===== src/rtl/urlp_pkg.sv =====
// Shared types and character constants for the unicode-range list parser.
`timescale 1ns / 1ps

package urlp_pkg;

  localparam int unsigned CharW  = 8;
  localparam int unsigned ValueW = 32;
  localparam int unsigned DigitW = 4;

  localparam logic [CharW-1:0] ChSpace = 8'h20;
  localparam logic [CharW-1:0] ChTab   = 8'h09;
  localparam logic [CharW-1:0] ChNl    = 8'h0a;
  localparam logic [CharW-1:0] ChComma = 8'h2c;
  localparam logic [CharW-1:0] ChPlus  = 8'h2b;
  localparam logic [CharW-1:0] ChDash  = 8'h2d;
  localparam logic [CharW-1:0] ChU     = 8'h75;
  localparam logic [CharW-1:0] ChUpA   = 8'h41;
  localparam logic [CharW-1:0] ChUpZ   = 8'h5a;
  localparam logic [CharW-1:0] ChLowA  = 8'h61;
  localparam logic [CharW-1:0] ChLowF  = 8'h66;
  localparam logic [CharW-1:0] Ch0     = 8'h30;
  localparam logic [CharW-1:0] Ch9     = 8'h39;
  localparam logic [CharW-1:0] CaseOff = 8'h20;
  localparam logic [CharW-1:0] HexTen  = 8'd10;

  typedef enum logic [2:0] {
    PH_LEAD = 3'd0,
    PH_SEP  = 3'd1,
    PH_U    = 3'd2,
    PH_PLUS = 3'd3,
    PH_LOW  = 3'd4,
    PH_DASH = 3'd5,
    PH_HIGH = 3'd6,
    PH_DEAD = 3'd7
  } urlp_phase_t;

  typedef struct packed {
    logic              range_valid;
    logic [ValueW-1:0] range_low;
    logic [ValueW-1:0] range_high;
    logic              list_end;
  } urlp_result_t;

endpackage


===== src/rtl/urlp_in_if.sv =====
// Input channel: one character beat of the range string.
`timescale 1ns / 1ps

interface urlp_in_if;
  logic       valid;
  logic       ready;
  logic [7:0] char_code;
  logic       last_char;

  modport source (output valid, output char_code, output last_char, input ready);
  modport sink   (input valid, input char_code, input last_char, output ready);
endinterface


===== src/rtl/urlp_out_if.sv =====
// Result channel: one range beat or end-of-list marker.
`timescale 1ns / 1ps

interface urlp_out_if;
  logic        valid;
  logic        ready;
  logic        range_valid;
  logic [31:0] range_low;
  logic [31:0] range_high;
  logic        list_end;

  modport source (output valid, output range_valid, output range_low,
                  output range_high, output list_end, input ready);
  modport sink   (input valid, input range_valid, input range_low,
                  input range_high, input list_end, output ready);
endinterface


===== src/rtl/urlp_core.sv =====
// Parser state machine: phase and accumulator registers with the per-character step.
`timescale 1ns / 1ps

module urlp_core
  import urlp_pkg::*;
(
  input  logic               clk,
  input  logic               rst_n,
  input  logic               accept,
  input  logic [CharW-1:0]   char_code,
  input  logic               last_char,
  output logic               res_valid,
  output urlp_result_t       res,
  output urlp_phase_t        phase
);

  urlp_phase_t       phase_r, phase_nxt, phase_step;
  logic [ValueW-1:0] low_r, low_nxt, high_r, high_nxt;
  logic [CharW-1:0]  ch;
  logic              is_hex;
  logic [DigitW-1:0] dval;
  logic              emit_step;
  logic              emit;
  logic [ValueW-1:0] lo, hi;

  function automatic urlp_phase_t after_entry(input logic [CharW-1:0] c);
    urlp_phase_t p;
    if (c == ChSpace || c == ChComma) p = PH_SEP;
    else if (c == ChU)                p = PH_U;
    else                              p = PH_DEAD;
    return p;
  endfunction

  // Case fold and hex decode.
  always_comb begin
    ch = char_code;
    if (char_code >= ChUpA && char_code <= ChUpZ) ch = char_code + CaseOff;
    is_hex = 1'b0;
    dval   = '0;
    if (ch >= Ch0 && ch <= Ch9) begin
      is_hex = 1'b1;
      dval   = DigitW'(ch - Ch0);
    end else if (ch >= ChLowA && ch <= ChLowF) begin
      is_hex = 1'b1;
      dval   = DigitW'(ch - ChLowA + HexTen);
    end
  end

  // Next phase.
  always_comb begin
    case (phase_r)
      PH_LEAD: begin
        if (ch == ChSpace || ch == ChTab || ch == ChNl) phase_step = PH_LEAD;
        else phase_step = after_entry(ch);
      end
      PH_SEP:  phase_step = after_entry(ch);
      PH_U:    phase_step = (ch == ChPlus) ? PH_PLUS : PH_DEAD;
      PH_PLUS: phase_step = is_hex ? PH_LOW : PH_DEAD;
      PH_LOW: begin
        if (is_hex)            phase_step = PH_LOW;
        else if (ch == ChDash) phase_step = PH_DASH;
        else                   phase_step = after_entry(ch);
      end
      PH_DASH: phase_step = is_hex ? PH_HIGH : PH_DEAD;
      PH_HIGH: phase_step = is_hex ? PH_HIGH : after_entry(ch);
      default: phase_step = PH_DEAD;
    endcase
    phase_nxt = phase_r;
    if (accept) phase_nxt = last_char ? PH_LEAD : phase_step;
  end

  // Accumulators and result.
  always_comb begin
    low_nxt   = low_r;
    high_nxt  = high_r;
    emit_step = 1'b0;
    case (phase_r)
      PH_PLUS: if (is_hex) low_nxt = {{(ValueW-DigitW){1'b0}}, dval};
      PH_LOW: begin
        if (is_hex) low_nxt = {low_r[ValueW-DigitW-1:0], dval};
        else if (ch != ChDash) emit_step = 1'b1;
      end
      PH_DASH: if (is_hex) high_nxt = {{(ValueW-DigitW){1'b0}}, dval};
      PH_HIGH: begin
        if (is_hex) high_nxt = {high_r[ValueW-DigitW-1:0], dval};
        else emit_step = 1'b1;
      end
      default: begin
        low_nxt  = low_r;
        high_nxt = high_r;
      end
    endcase

    emit = emit_step;
    lo   = low_r;
    hi   = (phase_r == PH_HIGH) ? high_r : low_r;
    // The string ending right after entry digits still reports the entry.
    if (last_char && !emit_step) begin
      if (phase_step == PH_LOW) begin
        emit = 1'b1;
        lo   = low_nxt;
        hi   = low_nxt;
      end else if (phase_step == PH_HIGH) begin
        emit = 1'b1;
        lo   = low_nxt;
        hi   = high_nxt;
      end
    end

    res_valid       = accept && (emit || last_char);
    res.range_valid = emit;
    res.range_low   = emit ? lo : '0;
    res.range_high  = emit ? hi : '0;
    res.list_end    = last_char;

    if (!accept) begin
      low_nxt  = low_r;
      high_nxt = high_r;
    end else if (last_char) begin
      low_nxt  = '0;
      high_nxt = '0;
    end
  end

  always_ff @(posedge clk) begin
    if (!rst_n) begin
      phase_r <= PH_LEAD;
      low_r   <= '0;
      high_r  <= '0;
    end else begin
      phase_r <= phase_nxt;
      low_r   <= low_nxt;
      high_r  <= high_nxt;
    end
  end

  assign phase = phase_r;

endmodule


===== src/rtl/urlp_obuf.sv =====
// Output register stage that holds one result beat while the receiver stalls.
`timescale 1ns / 1ps

module urlp_obuf
  import urlp_pkg::*;
(
  input  logic         clk,
  input  logic         rst_n,
  input  logic         load,
  input  urlp_result_t load_data,
  output logic         can_load,
  output logic         out_valid,
  input  logic         out_ready,
  output urlp_result_t out_data
);

  logic         full_r, full_nxt;
  urlp_result_t data_r;

  // A new result may enter in the same cycle the held one is taken.
  assign can_load = !full_r || out_ready;

  always_comb begin
    full_nxt = full_r;
    if (load)           full_nxt = 1'b1;
    else if (out_ready) full_nxt = 1'b0;
  end

  always_ff @(posedge clk) begin
    if (!rst_n) full_r <= 1'b0;
    else        full_r <= full_nxt;
  end

  always_ff @(posedge clk) begin
    if (load) data_r <= load_data;
  end

  assign out_valid = full_r;
  assign out_data  = data_r;

endmodule


===== src/rtl/unicode_range_list_parser.sv =====
// Top level of the unicode-range list parser.
//
// The input channel in_ch carries one character beat per cycle: an ASCII
// byte and a flag on the final character of the string. The parser folds
// case, skips leading whitespace and splits "U+lo" and "U+lo-hi" entries.
// The result channel out_ch carries a beat for each completed range and
// always one beat for the final character, marked list_end; that beat may
// also carry the last range. After a malformed character the rest of the
// string produces nothing until its final character.
// A result appears in the cycle after the character beat that causes it, and
// one character is taken every cycle; throughput is set by the single
// output register. When the receiver stalls with a result held, in_ch.ready
// drops until that result is taken; ready returns combinationally with
// out_ch.ready. Reset clears the parser to its leading-whitespace phase,
// zeroes both accumulators and empties the output register.
`timescale 1ns / 1ps

module unicode_range_list_parser
  import urlp_pkg::*;
(
  input logic            clk,
  input logic            rst_n,
  urlp_in_if.sink        in_ch,
  urlp_out_if.source     out_ch
);

  logic         accept;
  logic         can_load;
  logic         res_valid;
  urlp_result_t res;
  urlp_result_t out_data;
  urlp_phase_t  phase;

  assign in_ch.ready = can_load;
  assign accept      = in_ch.valid && can_load;

  urlp_core u_core (
    .clk       (clk),
    .rst_n     (rst_n),
    .accept    (accept),
    .char_code (in_ch.char_code),
    .last_char (in_ch.last_char),
    .res_valid (res_valid),
    .res       (res),
    .phase     (phase)
  );

  urlp_obuf u_obuf (
    .clk       (clk),
    .rst_n     (rst_n),
    .load      (res_valid),
    .load_data (res),
    .can_load  (can_load),
    .out_valid (out_ch.valid),
    .out_ready (out_ch.ready),
    .out_data  (out_data)
  );

  assign out_ch.range_valid = out_data.range_valid;
  assign out_ch.range_low   = out_data.range_low;
  assign out_ch.range_high  = out_data.range_high;
  assign out_ch.list_end    = out_data.list_end;

`ifndef SYNTHESIS
  // The final character always leaves an end-of-list beat.
  a_last_gives_end: assert property (@(posedge clk) disable iff (!rst_n)
    accept && in_ch.last_char |=> out_ch.valid && out_ch.list_end)
    else $error("final character did not produce an end-of-list beat");

  // The parser restarts after the final character.
  a_last_restarts: assert property (@(posedge clk) disable iff (!rst_n)
    accept && in_ch.last_char |=> phase == PH_LEAD)
    else $error("parser did not return to its start phase");

  // A beat without a range carries zero bounds.
  a_empty_zero: assert property (@(posedge clk) disable iff (!rst_n)
    out_ch.valid && !out_ch.range_valid |->
      out_ch.range_low == '0 && out_ch.range_high == '0)
    else $error("beat without a range has nonzero bounds");
`endif

endmodule

===== src/flat_wrapper.sv =====
// flat-port wrapper written by rule: the top's interface ports become plain ports
module unicode_range_list_parser_flat import urlp_pkg::*;
  (clk, rst_n, in_ch_valid, in_ch_char_code, in_ch_last_char, in_ch_ready, out_ch_valid, out_ch_range_valid, out_ch_range_low, out_ch_range_high, out_ch_list_end, out_ch_ready);
  urlp_in_if in_ch_i ();
  urlp_out_if out_ch_i ();
  input logic clk;
  input logic rst_n;
  input wire logic [$bits(in_ch_i.valid)-1:0] in_ch_valid;
  input wire logic [$bits(in_ch_i.char_code)-1:0] in_ch_char_code;
  input wire logic [$bits(in_ch_i.last_char)-1:0] in_ch_last_char;
  output wire logic [$bits(in_ch_i.ready)-1:0] in_ch_ready;
  output wire logic [$bits(out_ch_i.valid)-1:0] out_ch_valid;
  output wire logic [$bits(out_ch_i.range_valid)-1:0] out_ch_range_valid;
  output wire logic [$bits(out_ch_i.range_low)-1:0] out_ch_range_low;
  output wire logic [$bits(out_ch_i.range_high)-1:0] out_ch_range_high;
  output wire logic [$bits(out_ch_i.list_end)-1:0] out_ch_list_end;
  input wire logic [$bits(out_ch_i.ready)-1:0] out_ch_ready;
  assign in_ch_i.valid = in_ch_valid;
  assign in_ch_i.char_code = in_ch_char_code;
  assign in_ch_i.last_char = in_ch_last_char;
  assign in_ch_ready = in_ch_i.ready;
  assign out_ch_valid = out_ch_i.valid;
  assign out_ch_range_valid = out_ch_i.range_valid;
  assign out_ch_range_low = out_ch_i.range_low;
  assign out_ch_range_high = out_ch_i.range_high;
  assign out_ch_list_end = out_ch_i.list_end;
  assign out_ch_i.ready = out_ch_ready;
  unicode_range_list_parser u_core (.clk(clk), .rst_n(rst_n), .in_ch(in_ch_i), .out_ch(out_ch_i));
endmodule

===== config.mk =====
export PLATFORM = sky130hd
export DESIGN_NAME = unicode_range_list_parser_flat
export DESIGN_NICKNAME = d
export VERILOG_FILES = /design/src/rtl/urlp_pkg.sv /design/src/rtl/urlp_in_if.sv /design/src/rtl/urlp_out_if.sv /design/src/rtl/urlp_core.sv /design/src/rtl/urlp_obuf.sv /design/src/rtl/unicode_range_list_parser.sv /design/src/flat_wrapper.sv
export SDC_FILE = /design/constraint.sdc
export NUM_CORES = 1
export LEC_CHECK = 0
export CAP_MARGIN = 0
export CORE_AREA = 2 2 123 173
export DETAILED_ROUTE_END_ITERATION = 16
export DIE_AREA = 0 0 125 175
export DONT_BUFFER_PORTS = 1
export GPL_TIMING_DRIVEN = 0
export HOLD_SLACK_MARGIN = 0.05
export RECOVER_POWER = 100
export SYNTH_ARGS = -nofsm -noshare
export SYNTH_HDL_FRONTEND = slang
export SYNTH_SLANG_ARGS = --single-unit

===== constraint.sdc =====
create_clock -name clk -period 4 [get_ports clk]
set_input_delay 0.8 -clock clk [delete_from_list [all_inputs] [get_ports clk]]
set_output_delay 0.8 -clock clk [all_outputs]
set_load 0.02 [all_outputs]

==> summary.txt <==
CTS
  – Setup Buffers After CTS: 0
  – Clock Root Buffer: clkbuf_16
  – CTS tree: built
  – Clock Latency Late Sink: 0.42 ns
  – CTS Buf Count: 17
  – Sink Count: 134
  – H-Tree Depth: 4
  – Clock buffer depth: 2
  – Clock transition at path regs: 0.06 ns

Cells and area
  – Layout cells sized above 1: 10.9%
  – Area grow syn2layout: 14.7%
  – Diode count: 0
  – Layout Cells excl Fill: 786
  – Final net count: 536

Min path
  – HP Class: in -> reg
  – Endpoint, Worst Hold: u_core.u_obuf.out_data[0]
  – Hold path depth: 0
  – Hold path start: in_ch_last_char

STA
  – Slew Viols, Final: 0
  – Worst Tran Pin Value: 1.28 ns
  – Unrepaired setup endpoints after global routing: false
  – Fmax: 0.265 GHz
  – Max-slew headroom: 14.3%
  – Clock Skews: 0.00854 ns
  – Final setup TNS: 0 ns
  – Final cycle utilization of the critical path: 94.4%
  – Final Hold Vio Count: 0
  – Endpoints failing setup: 0
  – Final min period: 3.78 ns

Yosys
  – Fraction of the mapped netlist area in compound gates: 26.5%
  – Yosys cell types: 54
  – Fraction of registers with async set/reset: 0%
  – Post-synthesis xor/xnor area fraction: 0.440%
  – Synth area leader: edfxtp_1
  – Yosys top cell area share: 33.2%
  – Sequential-to-total area share from yosys stat: 55.9%
  – Area share of fa/ha/maj cells after synthesis: 1.26%
  – Register bit total from synthesis: 134
  – Post-Syn Instances: 497
  – Avg Inst Size Synth: 12.0 um2
  – Mux cell area share after synthesis: 5.53%
  – Post-synthesis simple-gate area fraction: 7.18%
  – Post-synth top cells: 91 x a22o_1, 68 x dfxtp_1, 66 x edfxtp_1, 33 x mux2i_1, 33 x o22ai_1
  – Synth warn: 0
  – Post-Syn Area: 0.00598 mm2
  – Largest family of logic cells by synthesized area: compound AO/OA/AOI/OAI gates
  – Largest cells by area after synthesis: edfxtp_1 33%, dfxtp_1 23%, a22o_1 13%, mux2i_1 5.5%, a22oi_1 3.8%
  – EDFF count, synth: 66
  – Main synth FF type: dfxtp_1
  – Most frequent cell after synthesis: a22o_1
  – Syn nets: 516

Placed design
  – HPWL Detailed: 11300 um
  – GP Congestion: 0.878
  – Cells after DPL: 753
  – I/O Buffers: 0

Floorplanning
  – Die H: 175 um
  – Die Wd: 125 um
  – Cell Rows: 62
  – Core Region: 0.0203 mm2
  – Die area: 0.0219 mm2
  – Initial Util: 29.4%
  – Io pins: 81

Worst setup path
  – Largest stage delay, worst path: 0.72 ns
  – Worst EP required: 3.92 ns
  – Worst r2r src: u_core.u_core.phase[2]
  – Setup crit end kind: flop
  – R2R Setup Slk: 0.74 ns
  – Crit path max fanout: 33
  – CP Depth: 8
  – Most frequent CP cell: a21o_1
  – Critical path's slowest cell: o311ai_2
  – Worst path arrival time: 3.70 ns
  – CP Class: in -> reg
  – Cell family with most CP delay: compound AO/OA/AOI/OAI gates
  – FF-to-FF path depth: 9
  – Crit Reg-Reg Endpoint: u_core.u_obuf.out_data[35]
  – Buffer and inverter count on the worst path: 2
  – Worst-path cell chain: inv_1 > ha_1 > nor3b_1 > a21o_1 > o31a_4 > o311ai_2 > a21o_1 > clkinvlp_4
  – Worst setup SP type: primary input

Power
  – Pwr/cell area: 473 mW/mm2
  – Leak pwr: 0.00253 uW
  – Worst VDD drop: 0.000287 V

Detailed routing
  – Drt via density: 5.66
  – Routed wire per std cell: 20.8 um
  – Detailed Route Iter0 Violations: 486
  – Via count: 4450
  – DRT Pass-1 Iters: 5
  – DRC: 0
  – Total Wirelength: 16300 um
  – Post-detailed-route count of antenna-violating nets: 0

Global route
  – GRT overflow: 0
  – Vias in the first global route: 4342
  – Largest net degree at the start of global routing: 34
  – Initial antenna violation count: 0
  – Tot GR Track Use: 14.7%
  – Global-route wire length before repair: 25100 um

Run
  – Max_cap viols: 0

Status
  – Run status: finished clean
==> report_power, final <==
part / internal, uW / total [uW] / leakage [uW] / switching [uW]
combinational: 38.5 / 152 / 0.00106 / 113
sequential: 1470 / 1530 / 0.00119 / 52.3
clock: 933 / 1560 / 0.000284 / 631
==> timing repair <==
action | CTS | global route
gates resized for setup | 1 | 0
setup endpoints to repair | 66 | 0
hold buffers | 0 | 0
==> worst max-delay path by stage <==
stage                       startpoint                          to  slack (ns)
finish              in_ch_char_code[1]  u_core.u_obuf.out_data[65]        0.22
global route        in_ch_char_code[5]   u_core.u_obuf.out_data[9]        0.03
CTS                 in_ch_char_code[0]  u_core.u_obuf.out_data[62]        0.20
detailed placement  in_ch_char_code[1]  u_core.u_obuf.out_data[59]       -0.78
global placement    in_ch_char_code[1]  u_core.u_obuf.out_data[26]       -0.60
floorplan           in_ch_char_code[0]   u_core.u_obuf.out_data[0]        0.18
==> per-layer routing <==
layer | routed length, um | up-vias | global-route usage (%)
li1 | - | 2028 | -
met1 | 6450 | 2220 | 16.6
met2 | 8730 | 182 | 26.0
met3 | 860 | 20 | 4.29
met4 | 291 | 0 | 5.56
met5 | 0 | - | 0
==> layout by cell type, fill, tap and decap left out, drive strengths merged, types with 2 or more instances in the layout <==
master | synthesis | final
a22o | 91 | 91
dfxtp | 68 | 68
edfxtp | 66 | 66
clkbuf | 14 | 41
mux2i | 33 | 33
o22ai | 33 | 33
nor2 | 31 | 31
a22oi | 30 | 30
nand2 | 17 | 17
inv | 8 | 14
buf | 20 | 10
a21oi | 8 | 8
o21ai | 6 | 6
nand2b | 6 | 6
ha | 6 | 6
nor3 | 6 | 6
nand3 | 5 | 5
clkinvlp | 0 | 5
a211oi | 4 | 4
o31ai | 3 | 3
o2bb2ai | 3 | 3
a21o | 3 | 3
xor2 | 3 | 3
and2 | 3 | 3
clkinv | 0 | 3
or4 | 2 | 2
o21a | 2 | 2
nor3b | 2 | 2
nor2b | 2 | 2
nand3b | 2 | 2
and3 | 2 | 2
o32ai | 2 | 2
bufinv | 0 | 2
nor4 | 2 | 2
o211a | 2 | 2
o31a | 2 | 2
==> flip-flops by register name (all words and copies together), names as in the netlist <==
name                     count
u_core.u_obuf.out_valid      1
u_core.u_core.high_r        32
u_core.u_core.phase          3
u_core.u_obuf.out_data      66
u_core.u_core.low_r         32
==> cell families after synthesis <==
logic type                 after synthesis
AOI/OAI and AO/OA                      197
xor gates and xnor gates                 3
adders and majority gates                6
buffers and inverters                   42
DFF                                    134
muxes                                   33
and+or+nand+nor                         82
==> final cells by class <==
type,count,area (um2)
clock inverter,15,169
multi-input combinational,321,2410
timing repair inverter,1,7.51
buffer,34,148
fill,2048,13500
tap,256,320
sequential,134,3340
inverter,8,33.8
clock buffer,17,425
==> through the flow <==
step                      power [uW]  setup slack (ns)  area, um2  hold WS, ns  utilization, %
final                           3240             0.225       6850        0.475            33.7
after global routing            3340            0.0323       6850        0.454            33.7
after floorplan                 1670             0.183       5980        0.448               -
after detailed placement        1710            -0.777       6300        0.475            31.0
after global placement          1710            -0.604       6300        0.467            31.0
after CTS                       3270             0.196       6900        0.459            34.0
(Power assumes the default switching activity.)
